File: src/sv/sparsity_row_sorted_set_store_top_macros.svh
// Assertion helpers used by the top-level RTL
`ifndef SPARSITY_ROW_SORTED_SET_STORE_TOP_MACROS_SVH
`define SPARSITY_ROW_SORTED_SET_STORE_TOP_MACROS_SVH

// Implication checked on every rising clock edge outside reset
`define SRS_ASSERT_IMP(lbl, clk, rst_n, ante, cons, msg) \
  lbl: assert property (@(posedge clk) disable iff (!rst_n) (ante) |-> (cons)) \
    else $error(msg);

// Property that must hold on the next edge after the antecedent
`define SRS_ASSERT_NEXT(lbl, clk, rst_n, ante, cons, msg) \
  lbl: assert property (@(posedge clk) disable iff (!rst_n) (ante) |=> (cons)) \
    else $error(msg);

`endif

File: src/sv/srs_pkg.sv
`timescale 1ns / 1ps
package srs_pkg;
  localparam int unsigned MaxRows     = 256;
  localparam int unsigned RowCapacity = 32;
  localparam int unsigned ColumnBits  = 16;
  localparam int unsigned RowBits     = $clog2(MaxRows);
  localparam int unsigned SlotBits    = $clog2(RowCapacity);
  localparam int unsigned LenBits     = $clog2(RowCapacity + 1);
  localparam int unsigned AddrBits    = RowBits + SlotBits;
  localparam int unsigned TotalBits   = $clog2(MaxRows * RowCapacity + 1);
  localparam int unsigned CfgIdxBits  = 1;
  localparam int unsigned CfgDataBits = 17;

  typedef enum logic [1:0] {
    OpInsert = 2'd0,
    OpQuery  = 2'd1,
    OpClear  = 2'd2,
    OpSpare  = 2'd3
  } op_e;

  typedef enum logic [1:0] {
    ErrNone   = 2'd0,
    ErrRow    = 2'd1,
    ErrColumn = 2'd2,
    ErrFull   = 2'd3
  } err_e;

  localparam logic [CfgIdxBits-1:0] CfgRowsInUse = 1'b0;
  localparam logic [CfgIdxBits-1:0] CfgColsInUse = 1'b1;

  typedef struct packed {
    logic [1:0]            operation;
    logic [7:0]            row_index;
    logic [15:0]           column_index;
    logic                  batch_end;
  } req_t;

  typedef struct packed {
    logic        was_present;
    logic        was_added;
    logic [1:0]  error_code;
    logic [5:0]  row_entries;
    logic [13:0] total_entries;
    logic [5:0]  max_row_entries;
    logic [15:0] band_width;
    logic        batch_end_echo;
  } rsp_t;

  // Column memory port group between sequencer and RAM
  typedef struct packed {
    logic                  we;
    logic [AddrBits-1:0]   waddr;
    logic [ColumnBits-1:0] wdata;
    logic                  re;
    logic [AddrBits-1:0]   raddr;
  } mem_req_t;
endpackage

File: src/sv/srs_if.sv
`timescale 1ns / 1ps
interface srs_req_if;
  import srs_pkg::*;
  logic valid;
  logic ready;
  req_t payload;
  modport source (output valid, output payload, input ready);
  modport sink (input valid, input payload, output ready);
endinterface

interface srs_rsp_if;
  import srs_pkg::*;
  logic valid;
  logic ready;
  rsp_t payload;
  modport source (output valid, output payload, input ready);
  modport sink (input valid, input payload, output ready);
endinterface

File: src/sv/srs_seq.sv
`timescale 1ns / 1ps
// Sequencer: search pass, then a shift pass for an insert that adds, over one row of the column memory
module srs_seq (
  input  logic                              clk_i,
  input  logic                              rst_ni,
  input  logic [8:0]                        rows_in_use_i,
  input  logic [16:0]                       cols_in_use_i,
  srs_req_if.sink                           req,
  srs_rsp_if.source                         rsp,
  output srs_pkg::mem_req_t                 mem_o,
  input  logic [srs_pkg::ColumnBits-1:0]    mem_rdata_i,
  output logic                              len_clear_o,
  output logic                              len_re_o,
  output logic [srs_pkg::RowBits-1:0]       len_raddr_o,
  output logic                              len_we_o,
  output logic [srs_pkg::RowBits-1:0]       len_waddr_o,
  output logic [srs_pkg::LenBits-1:0]       len_wdata_o,
  input  logic [srs_pkg::LenBits-1:0]       len_rdata_i,
  output logic                              busy_o
);
  import srs_pkg::*;

  typedef enum logic [7:0] {
    StIdle  = 8'b00000001,
    StLen   = 8'b00000010,
    StCheck = 8'b00000100,
    StRead  = 8'b00001000,
    StComp  = 8'b00010000,
    StOut   = 8'b00100000,
    StShift = 8'b01000000,
    StMove  = 8'b10000000
  } state_e;

  state_e                state_q, state_d;
  req_t                  cur_q, cur_d;
  logic [LenBits-1:0]    len_q, len_d;
  logic [LenBits-1:0]    pos_q, pos_d;
  logic [LenBits-1:0]    ins_pos_q, ins_pos_d;
  logic [TotalBits-1:0]  total_q, total_d;
  logic [LenBits-1:0]    longest_q, longest_d;
  logic [ColumnBits-1:0] band_q, band_d;
  rsp_t                  rsp_q, rsp_d;
  logic                  rsp_valid_q, rsp_valid_d;
  logic                  accept;
  logic                  row_ok;
  logic                  col_ok;
  logic                  present;
  logic                  do_add;
  logic [ColumnBits-1:0] row_col_gap;
  logic [LenBits-1:0]    len_inc;

  assign req.ready   = (state_q == StIdle) && !rsp_valid_q;
  assign accept      = req.valid && req.ready;
  assign rsp.valid   = rsp_valid_q;
  assign rsp.payload = rsp_q;
  assign busy_o      = (state_q != StIdle) || rsp_valid_q;
  assign len_raddr_o = req.payload.row_index;
  assign len_re_o    = accept;
  assign len_clear_o = accept && (req.payload.operation == OpClear);
  assign len_waddr_o = cur_q.row_index;
  assign len_inc     = len_q + LenBits'(1);
  assign len_wdata_o = len_inc;
  assign row_col_gap = (cur_q.row_index > cur_q.column_index) ?
      ColumnBits'(cur_q.row_index) - cur_q.column_index :
      cur_q.column_index - ColumnBits'(cur_q.row_index);

  assign row_ok  = {1'b0, cur_q.row_index} < rows_in_use_i;
  assign col_ok  = {1'b0, cur_q.column_index} < cols_in_use_i;
  // RAM output still holds entry pos when the search stopped on it
  assign present = row_ok && col_ok && (pos_q < len_q) &&
                   (mem_rdata_i == cur_q.column_index);
  assign do_add  = (cur_q.operation == OpInsert) && row_ok && col_ok && !present &&
                   (len_q != LenBits'(RowCapacity));
  assign len_we_o = (state_q == StOut) && do_add;

  always_comb begin
    state_d     = state_q;
    cur_d       = cur_q;
    len_d       = len_q;
    pos_d       = pos_q;
    ins_pos_d   = ins_pos_q;
    total_d     = total_q;
    longest_d   = longest_q;
    band_d      = band_q;
    rsp_d       = rsp_q;
    rsp_valid_d = rsp_valid_q && !rsp.ready;
    mem_o       = '0;
    unique case (state_q)
      StIdle: if (accept) begin
        cur_d   = req.payload;
        state_d = (req.payload.operation == OpClear) ? StOut : StLen;
      end
      StLen: begin
        len_d   = len_rdata_i;
        state_d = StCheck;
      end
      StCheck: begin
        pos_d = '0;
        if (!row_ok || !col_ok || len_q == '0) begin
          state_d = StOut;
        end else begin
          mem_o.re    = 1'b1;
          mem_o.raddr = {cur_q.row_index, SlotBits'(0)};
          state_d     = StComp;
        end
      end
      StRead: begin
        mem_o.re    = 1'b1;
        mem_o.raddr = {cur_q.row_index, pos_q[SlotBits-1:0]};
        state_d     = StComp;
      end
      StComp: begin
        if (mem_rdata_i < cur_q.column_index) begin
          pos_d   = pos_q + LenBits'(1);
          state_d = (pos_q + LenBits'(1) == len_q) ? StOut : StRead;
        end else begin
          state_d = StOut;
        end
      end
      StOut: begin
        rsp_valid_d          = 1'b1;
        rsp_d                = '0;
        rsp_d.batch_end_echo = cur_q.batch_end;
        state_d              = StIdle;
        if (cur_q.operation == OpClear) begin
          total_d   = '0;
          longest_d = '0;
          band_d    = '0;
        end else begin
          if (do_add) begin
            total_d = total_q + TotalBits'(1);
            if (len_inc > longest_q) longest_d = len_inc;
            if (row_col_gap > band_q) band_d = row_col_gap;
            ins_pos_d = pos_q;
            pos_d     = len_q;
            state_d   = StShift;
          end
          rsp_d.total_entries   = total_d;
          rsp_d.max_row_entries = longest_d;
          rsp_d.band_width      = band_d;
          if (!row_ok) begin
            rsp_d.error_code = ErrRow;
          end else begin
            rsp_d.was_present = present;
            rsp_d.was_added   = do_add;
            rsp_d.row_entries = do_add ? len_inc : len_q;
            if (!col_ok) begin
              rsp_d.error_code = ErrColumn;
            end else if (cur_q.operation == OpInsert && !present && !do_add) begin
              rsp_d.error_code = ErrFull;
            end
          end
        end
      end
      StShift: begin
        // pos_q walks down from the old length; entry pos-1 moves to pos
        if (pos_q == ins_pos_q) begin
          mem_o.we    = 1'b1;
          mem_o.waddr = {cur_q.row_index, pos_q[SlotBits-1:0]};
          mem_o.wdata = cur_q.column_index;
          state_d     = StIdle;
        end else begin
          mem_o.re    = 1'b1;
          mem_o.raddr = {cur_q.row_index, SlotBits'(pos_q - LenBits'(1))};
          state_d     = StMove;
        end
      end
      StMove: begin
        mem_o.we    = 1'b1;
        mem_o.waddr = {cur_q.row_index, pos_q[SlotBits-1:0]};
        mem_o.wdata = mem_rdata_i;
        pos_d       = pos_q - LenBits'(1);
        state_d     = StShift;
      end
      default: state_d = StIdle;
    endcase
  end

  always_ff @(posedge clk_i or negedge rst_ni) begin
    if (!rst_ni) begin
      state_q     <= StIdle;
      cur_q       <= '0;
      len_q       <= '0;
      pos_q       <= '0;
      ins_pos_q   <= '0;
      total_q     <= '0;
      longest_q   <= '0;
      band_q      <= '0;
      rsp_q       <= '0;
      rsp_valid_q <= 1'b0;
    end else begin
      state_q     <= state_d;
      cur_q       <= cur_d;
      len_q       <= len_d;
      pos_q       <= pos_d;
      ins_pos_q   <= ins_pos_d;
      total_q     <= total_d;
      longest_q   <= longest_d;
      band_q      <= band_d;
      rsp_q       <= rsp_d;
      rsp_valid_q <= rsp_valid_d;
    end
  end
endmodule

File: src/flat_wrapper.sv
// flat-port wrapper written by rule: the top's interface ports become plain ports
module srs_seq_flat import srs_pkg::*;
  (clk_i, rst_ni, rows_in_use_i, cols_in_use_i, mem_o, mem_rdata_i, len_clear_o, len_re_o, len_raddr_o, len_we_o, len_waddr_o, len_wdata_o, len_rdata_i, busy_o, req_valid, req_payload, req_ready, rsp_valid, rsp_payload, rsp_ready);
  srs_req_if req_i ();
  srs_rsp_if rsp_i ();
  input  logic clk_i;
  input  logic rst_ni;
  input  logic [8:0] rows_in_use_i;
  input  logic [16:0] cols_in_use_i;
  output srs_pkg::mem_req_t mem_o;
  input  logic [srs_pkg::ColumnBits-1:0] mem_rdata_i;
  output logic len_clear_o;
  output logic len_re_o;
  output logic [srs_pkg::RowBits-1:0] len_raddr_o;
  output logic len_we_o;
  output logic [srs_pkg::RowBits-1:0] len_waddr_o;
  output logic [srs_pkg::LenBits-1:0] len_wdata_o;
  input  logic [srs_pkg::LenBits-1:0] len_rdata_i;
  output logic busy_o;
  input wire logic [$bits(req_i.valid)-1:0] req_valid;
  input wire logic [$bits(req_i.payload)-1:0] req_payload;
  output wire logic [$bits(req_i.ready)-1:0] req_ready;
  output wire logic [$bits(rsp_i.valid)-1:0] rsp_valid;
  output wire logic [$bits(rsp_i.payload)-1:0] rsp_payload;
  input wire logic [$bits(rsp_i.ready)-1:0] rsp_ready;
  assign req_i.valid = req_valid;
  assign req_i.payload = req_payload;
  assign req_ready = req_i.ready;
  assign rsp_valid = rsp_i.valid;
  assign rsp_payload = rsp_i.payload;
  assign rsp_i.ready = rsp_ready;
  srs_seq u_core (.clk_i(clk_i), .rst_ni(rst_ni), .rows_in_use_i(rows_in_use_i), .cols_in_use_i(cols_in_use_i), .req(req_i), .rsp(rsp_i), .mem_o(mem_o), .mem_rdata_i(mem_rdata_i), .len_clear_o(len_clear_o), .len_re_o(len_re_o), .len_raddr_o(len_raddr_o), .len_we_o(len_we_o), .len_waddr_o(len_waddr_o), .len_wdata_o(len_wdata_o), .len_rdata_i(len_rdata_i), .busy_o(busy_o));
endmodule
File: config.mk
export PLATFORM = sky130hd
export DESIGN_NAME = srs_seq_flat
export DESIGN_NICKNAME = d
export VERILOG_FILES = /design/src/sv/sparsity_row_sorted_set_store_top_macros.svh /design/src/sv/srs_pkg.sv /design/src/sv/srs_if.sv /design/src/sv/srs_seq.sv /design/src/flat_wrapper.sv
export SDC_FILE = /design/constraint.sdc
export NUM_CORES = 1
export LEC_CHECK = 0
export BUFFER_PORTS_ARGS = -buffer_cell sky130_fd_sc_hd__buf_2
export CAP_MARGIN = 20
export CORE_AREA = 2 2 153 155
export CTS_CLUSTER_SIZE = 16
export DETAILED_ROUTE_END_ITERATION = 8
export DIE_AREA = 0 0 155 157
export GPL_ROUTABILITY_DRIVEN = 1
export GPL_TIMING_DRIVEN = 0
export SLEW_MARGIN = 20
export SYNTH_ARGS = -nofsm -noshare
export SYNTH_HDL_FRONTEND = slang
export SYNTH_SLANG_ARGS = --single-unit
File: constraint.sdc
create_clock -name clk_i -period 5.6 [get_ports clk_i]
set_clock_uncertainty 0.1 [all_clocks]
set_input_delay 0 -clock clk_i [delete_from_list [all_inputs] [get_ports clk_i]]
set_output_delay 0 -clock clk_i [all_outputs]
set_load 0.005 [all_outputs]
==> summary.txt <==
Worst setup path
  – Crit path DAT: approximately 5200 ps
  – Critical Path Fanout Max: 10
  – R2R Path Start: u_core.len_waddr_o[4]
  – CP max-delay cell: dfrtp_1
  – Worst EP required: 5750 ps
  – CP top delay family: compound AO/OA/AOI/OAI gates
  – Setup crit start: u_core.len_waddr_o[4]
  – Slowest stage delay, CP: roughly 440 ps
  – Cell chain of the critical path: inv_1, ha_1, clkbuf_1, nand3_1, nor3_1, nor4_1, nor2b_1, mux2i_1, xnor2_1, ha_1, a21o_1, a221o_1, a221oi_1, nor2_1, nor2_1, o21ai_0, o211ai_4, buf_6, mux2_4
  – Critical Path End Type: flop
  – Buf/Inv on CP: 3
  – CP Launch Type: flop
  – WS Path Type: flop to flop

Floorplan
  – Die Footprint: ~24000 sq um
  – Core ar.: between 20000 and 25000 sq um
  – Rows: 55
  – Initial Util: between 30% and 40%
  – Die height: 157 um
  – Die W: between 150 and 200 um
  – I/O pin cnt: a little under 200

Detailed routing
  – Initial DRC Count: 436
  – Total wire length: about 27 mm
  – DRT Pass-1 Iters: 6
  – Vias per Instance: around 5.3
  – Vias: approximately 7.6k
  – Post-route ant nets: 0
  – DRC Markers: 0
  – Post-DR wirelength/cell: roughly 18 um

Finish
  – Nets: ~1.3k
  – Area Growth Syn to Fin: 26.2%
  – Finished Layout Cells: 1447
  – Core Util, Final: between 40% and 50%
  – Ant diodes: 0
  – Share of cells above drive strength 1: a little under a quarter
  – # fillers: around 2.3k

STA
  – RSZ-0062 raised after global routing: false
  – Minimum clock period: a little over 5000 ps
  – Max Slew Vio Count: 0
  – Relative slew slack: a little under a third
  – Worst Max-Slew Pin Slew: between 1000 and 1500 ps
  – Final hold vios: 0
  – Crit share post-route: 90.1%
  – WHS: 81.8 ps
  – Setup TNS: 0 ps
  – Count of final setup violators: 0
  – Fmax: 198 MHz

Placement
  – Final RePlAce weighted congestion: slightly below 0.9
  – Placed cell count: between 1k and 1.5k
  – Post-DP HPWL: approximately 21 mm
  – Port bufs: between 150 and 200

Power
  – Pwr/cell area: 523 nW/um^2
  – Leakage: between 0.005 and 0.006 uW
  – Total power: roughly 5200 uW
  – Max VDD drop: 0.209 mV

Global route
  – Largest net degree at the start of global routing: 61
  – Global route overflow: 0
  – Gr usage total: a little over a fifth
  – Number of global-route vias before repair: roughly 7.4k
  – First-pass GRT wire length: 41.0 mm
  – Number of antenna violations at the first check in global routing: 0

Logic synthesis
  – Top cells by area, synth: dfrtp_1 32%, ha_1 14%, o21ai_0 6.5%, inv_1 4.4%, nand2_1 4.2%
  – Synth area leader: dfrtp_1
  – Most common cell in the synthesized netlist: o21ai_0
  – Synth Flop Type: dfrtp_1
  – Mapped Cells: slightly above 900
  – Post-synthesis async set-or-reset flop share: 100%
  – Synth cell count leaders: 101 x o21ai_0, 100 x dfrtp_1, 91 x inv_1
  – Yosys warning total: 0
  – Top cell type's share of synthesized area: 32.0%
  – Mapped cell area: around 7800 sq um
  – Seq/Total Area, Yosys: between 30% and 40%
  – Unique masters post-synth: 67
  – Number of flops mapped to enable cells by yosys: 0
  – Yosys reg bits: slightly above 100
  – Synth Area per Inst: 8.57 sq um
  – Post-Syn Nets: 1080

Clocking
  – Htree depth: 3
  – Worst-Skew Late Latency: about 370 ps
  – Bufs on Longest Clock Path: 2
  – CTS clk-pin slew, worst paths: ~80 ps
  – CTS tree: done
  – Num CTS Buffers: 9
  – Setup bufs post-CTS: 0
  – Clk sinks: around 100
  – Root Buffer: clkbuf_16

Worst hold path
  – Type of the worst min-delay path: input port to asynchronous set/reset pin

Status
  – Outcome: finished, final reports clean

Run
  – Max Cap Viol: 0
==> through the flow <==
| stage | setup slack (ps) | cell area (sq um) |
|---|---|---|
| finish | 556 | 9870 |
| CTS | 605 | 9870 |
| global placement | 662 | 9160 |
| global route | 239 | 9870 |
| detailed placement | 628 | 9200 |
| floorplan | 1340 | 7820 |
==> per-layer routing <==
metal	wire length [um]	vias to the layer above	share of wire [%]	track usage, %
met5	0	-	0	0
met4	467	0	1.8	5.47
met3	1580	29	5.9	3.96
met2	12800	249	48	36.9
met1	11800	3657	44	28.4
li1	-	3680	-	-
==> kinds of logic (layout without fill, tap and decap cells) <==
kind of cell               Yosys count  count (layout)  share of synthesized area (%)
buffers and inverters              146             396                           7.97
muxes                               26              26                           4.10
xor gates and xnor gates            37              37                           4.14
adders and majority gates           89              89                           14.4
AOI/OAI and AO/OA                  243             243                           19.4
and+or+nand+nor                    270             270                           17.6
DFF                                101             101                           32.3
==> power breakdown <==
group | internal, uW | leakage (uW) | switching (uW)
Sequential | 985 | 0.00130 | 315
Clock | 321 | 0.000151 | 349
Combinational | 1350 | 0.00363 | 1830
==> cell usage in the layout, fill, tap and decap left out, drive strengths merged, types with 21 or more instances in the layout <==
cell type      n
buf          219
o21ai        103
dfrtp        100
inv           94
nand2         88
ha            87
nor2          61
a21oi         57
clkbuf        42
dlygate4sd3   36
xnor2         25
nand3         21
mux2          21
==> path summary, 6_finish.rpt <==
check,endpoint,slack [ps],cells after the start
min in group clk_i,mem_o[23],210,3
min,u_core.rsp.payload[13],80,2
max,u_core.rsp.payload[10],560,19
min reg2reg,u_core.rsp.payload[46],360,2
max reg2reg,u_core.rsp.payload[10],560,19
max in group asynchronous,u_core.state_q[0],4630,3
==> worst reg2reg max path: stages, from the launching register on <==
cell      delay, ps
dfrtp_1         440
inv_1           210
ha_1            270
clkbuf_1        200
nand3_1         160
nor3_1           80
nor4_1          320
nor2b_1         440
mux2i_1         280
xnor2_1         170
ha_1            280
a21o_1          180
a221o_1         350
a221oi_1        390
nor2_1           90
nor2_1           90
o21ai_0         150
o211ai_4        190
buf_6           240
mux2_4          310
==> layout make-up <==
class	count	area (sq um)	share of cell area (%)
repair buffers	234	1380	14.0
clock inverters	7	86.3	0.875
inverters	92	345	3.50
clock buffers	9	225	2.28
well taps	285	357	3.61
flip-flops and latches	101	2530	25.6
plain buffers	54	278	2.82
multi-input cells	665	4670	47.3
==> flip-flops by register name, summed over array words and instances (netlist names) <==
name                cells
u_core.pos_q            6
u_core.cur_q           19
u_core.len_q            6
u_core.ins_pos_q        6
u_core.rsp.payload     47
u_core.rsp.valid        1
u_core.state_q          8
u_core.len_waddr_o      8
==> timing repair <==
| item | in CTS | in global routing |
|---|---|---|
| resized for setup | 0 | 0 |
| hold buffers | 36 | 0 |
| endpoints found under the hold margin | 104 | 0 |
No activity file was read; power rests on OpenSTA's default activity.
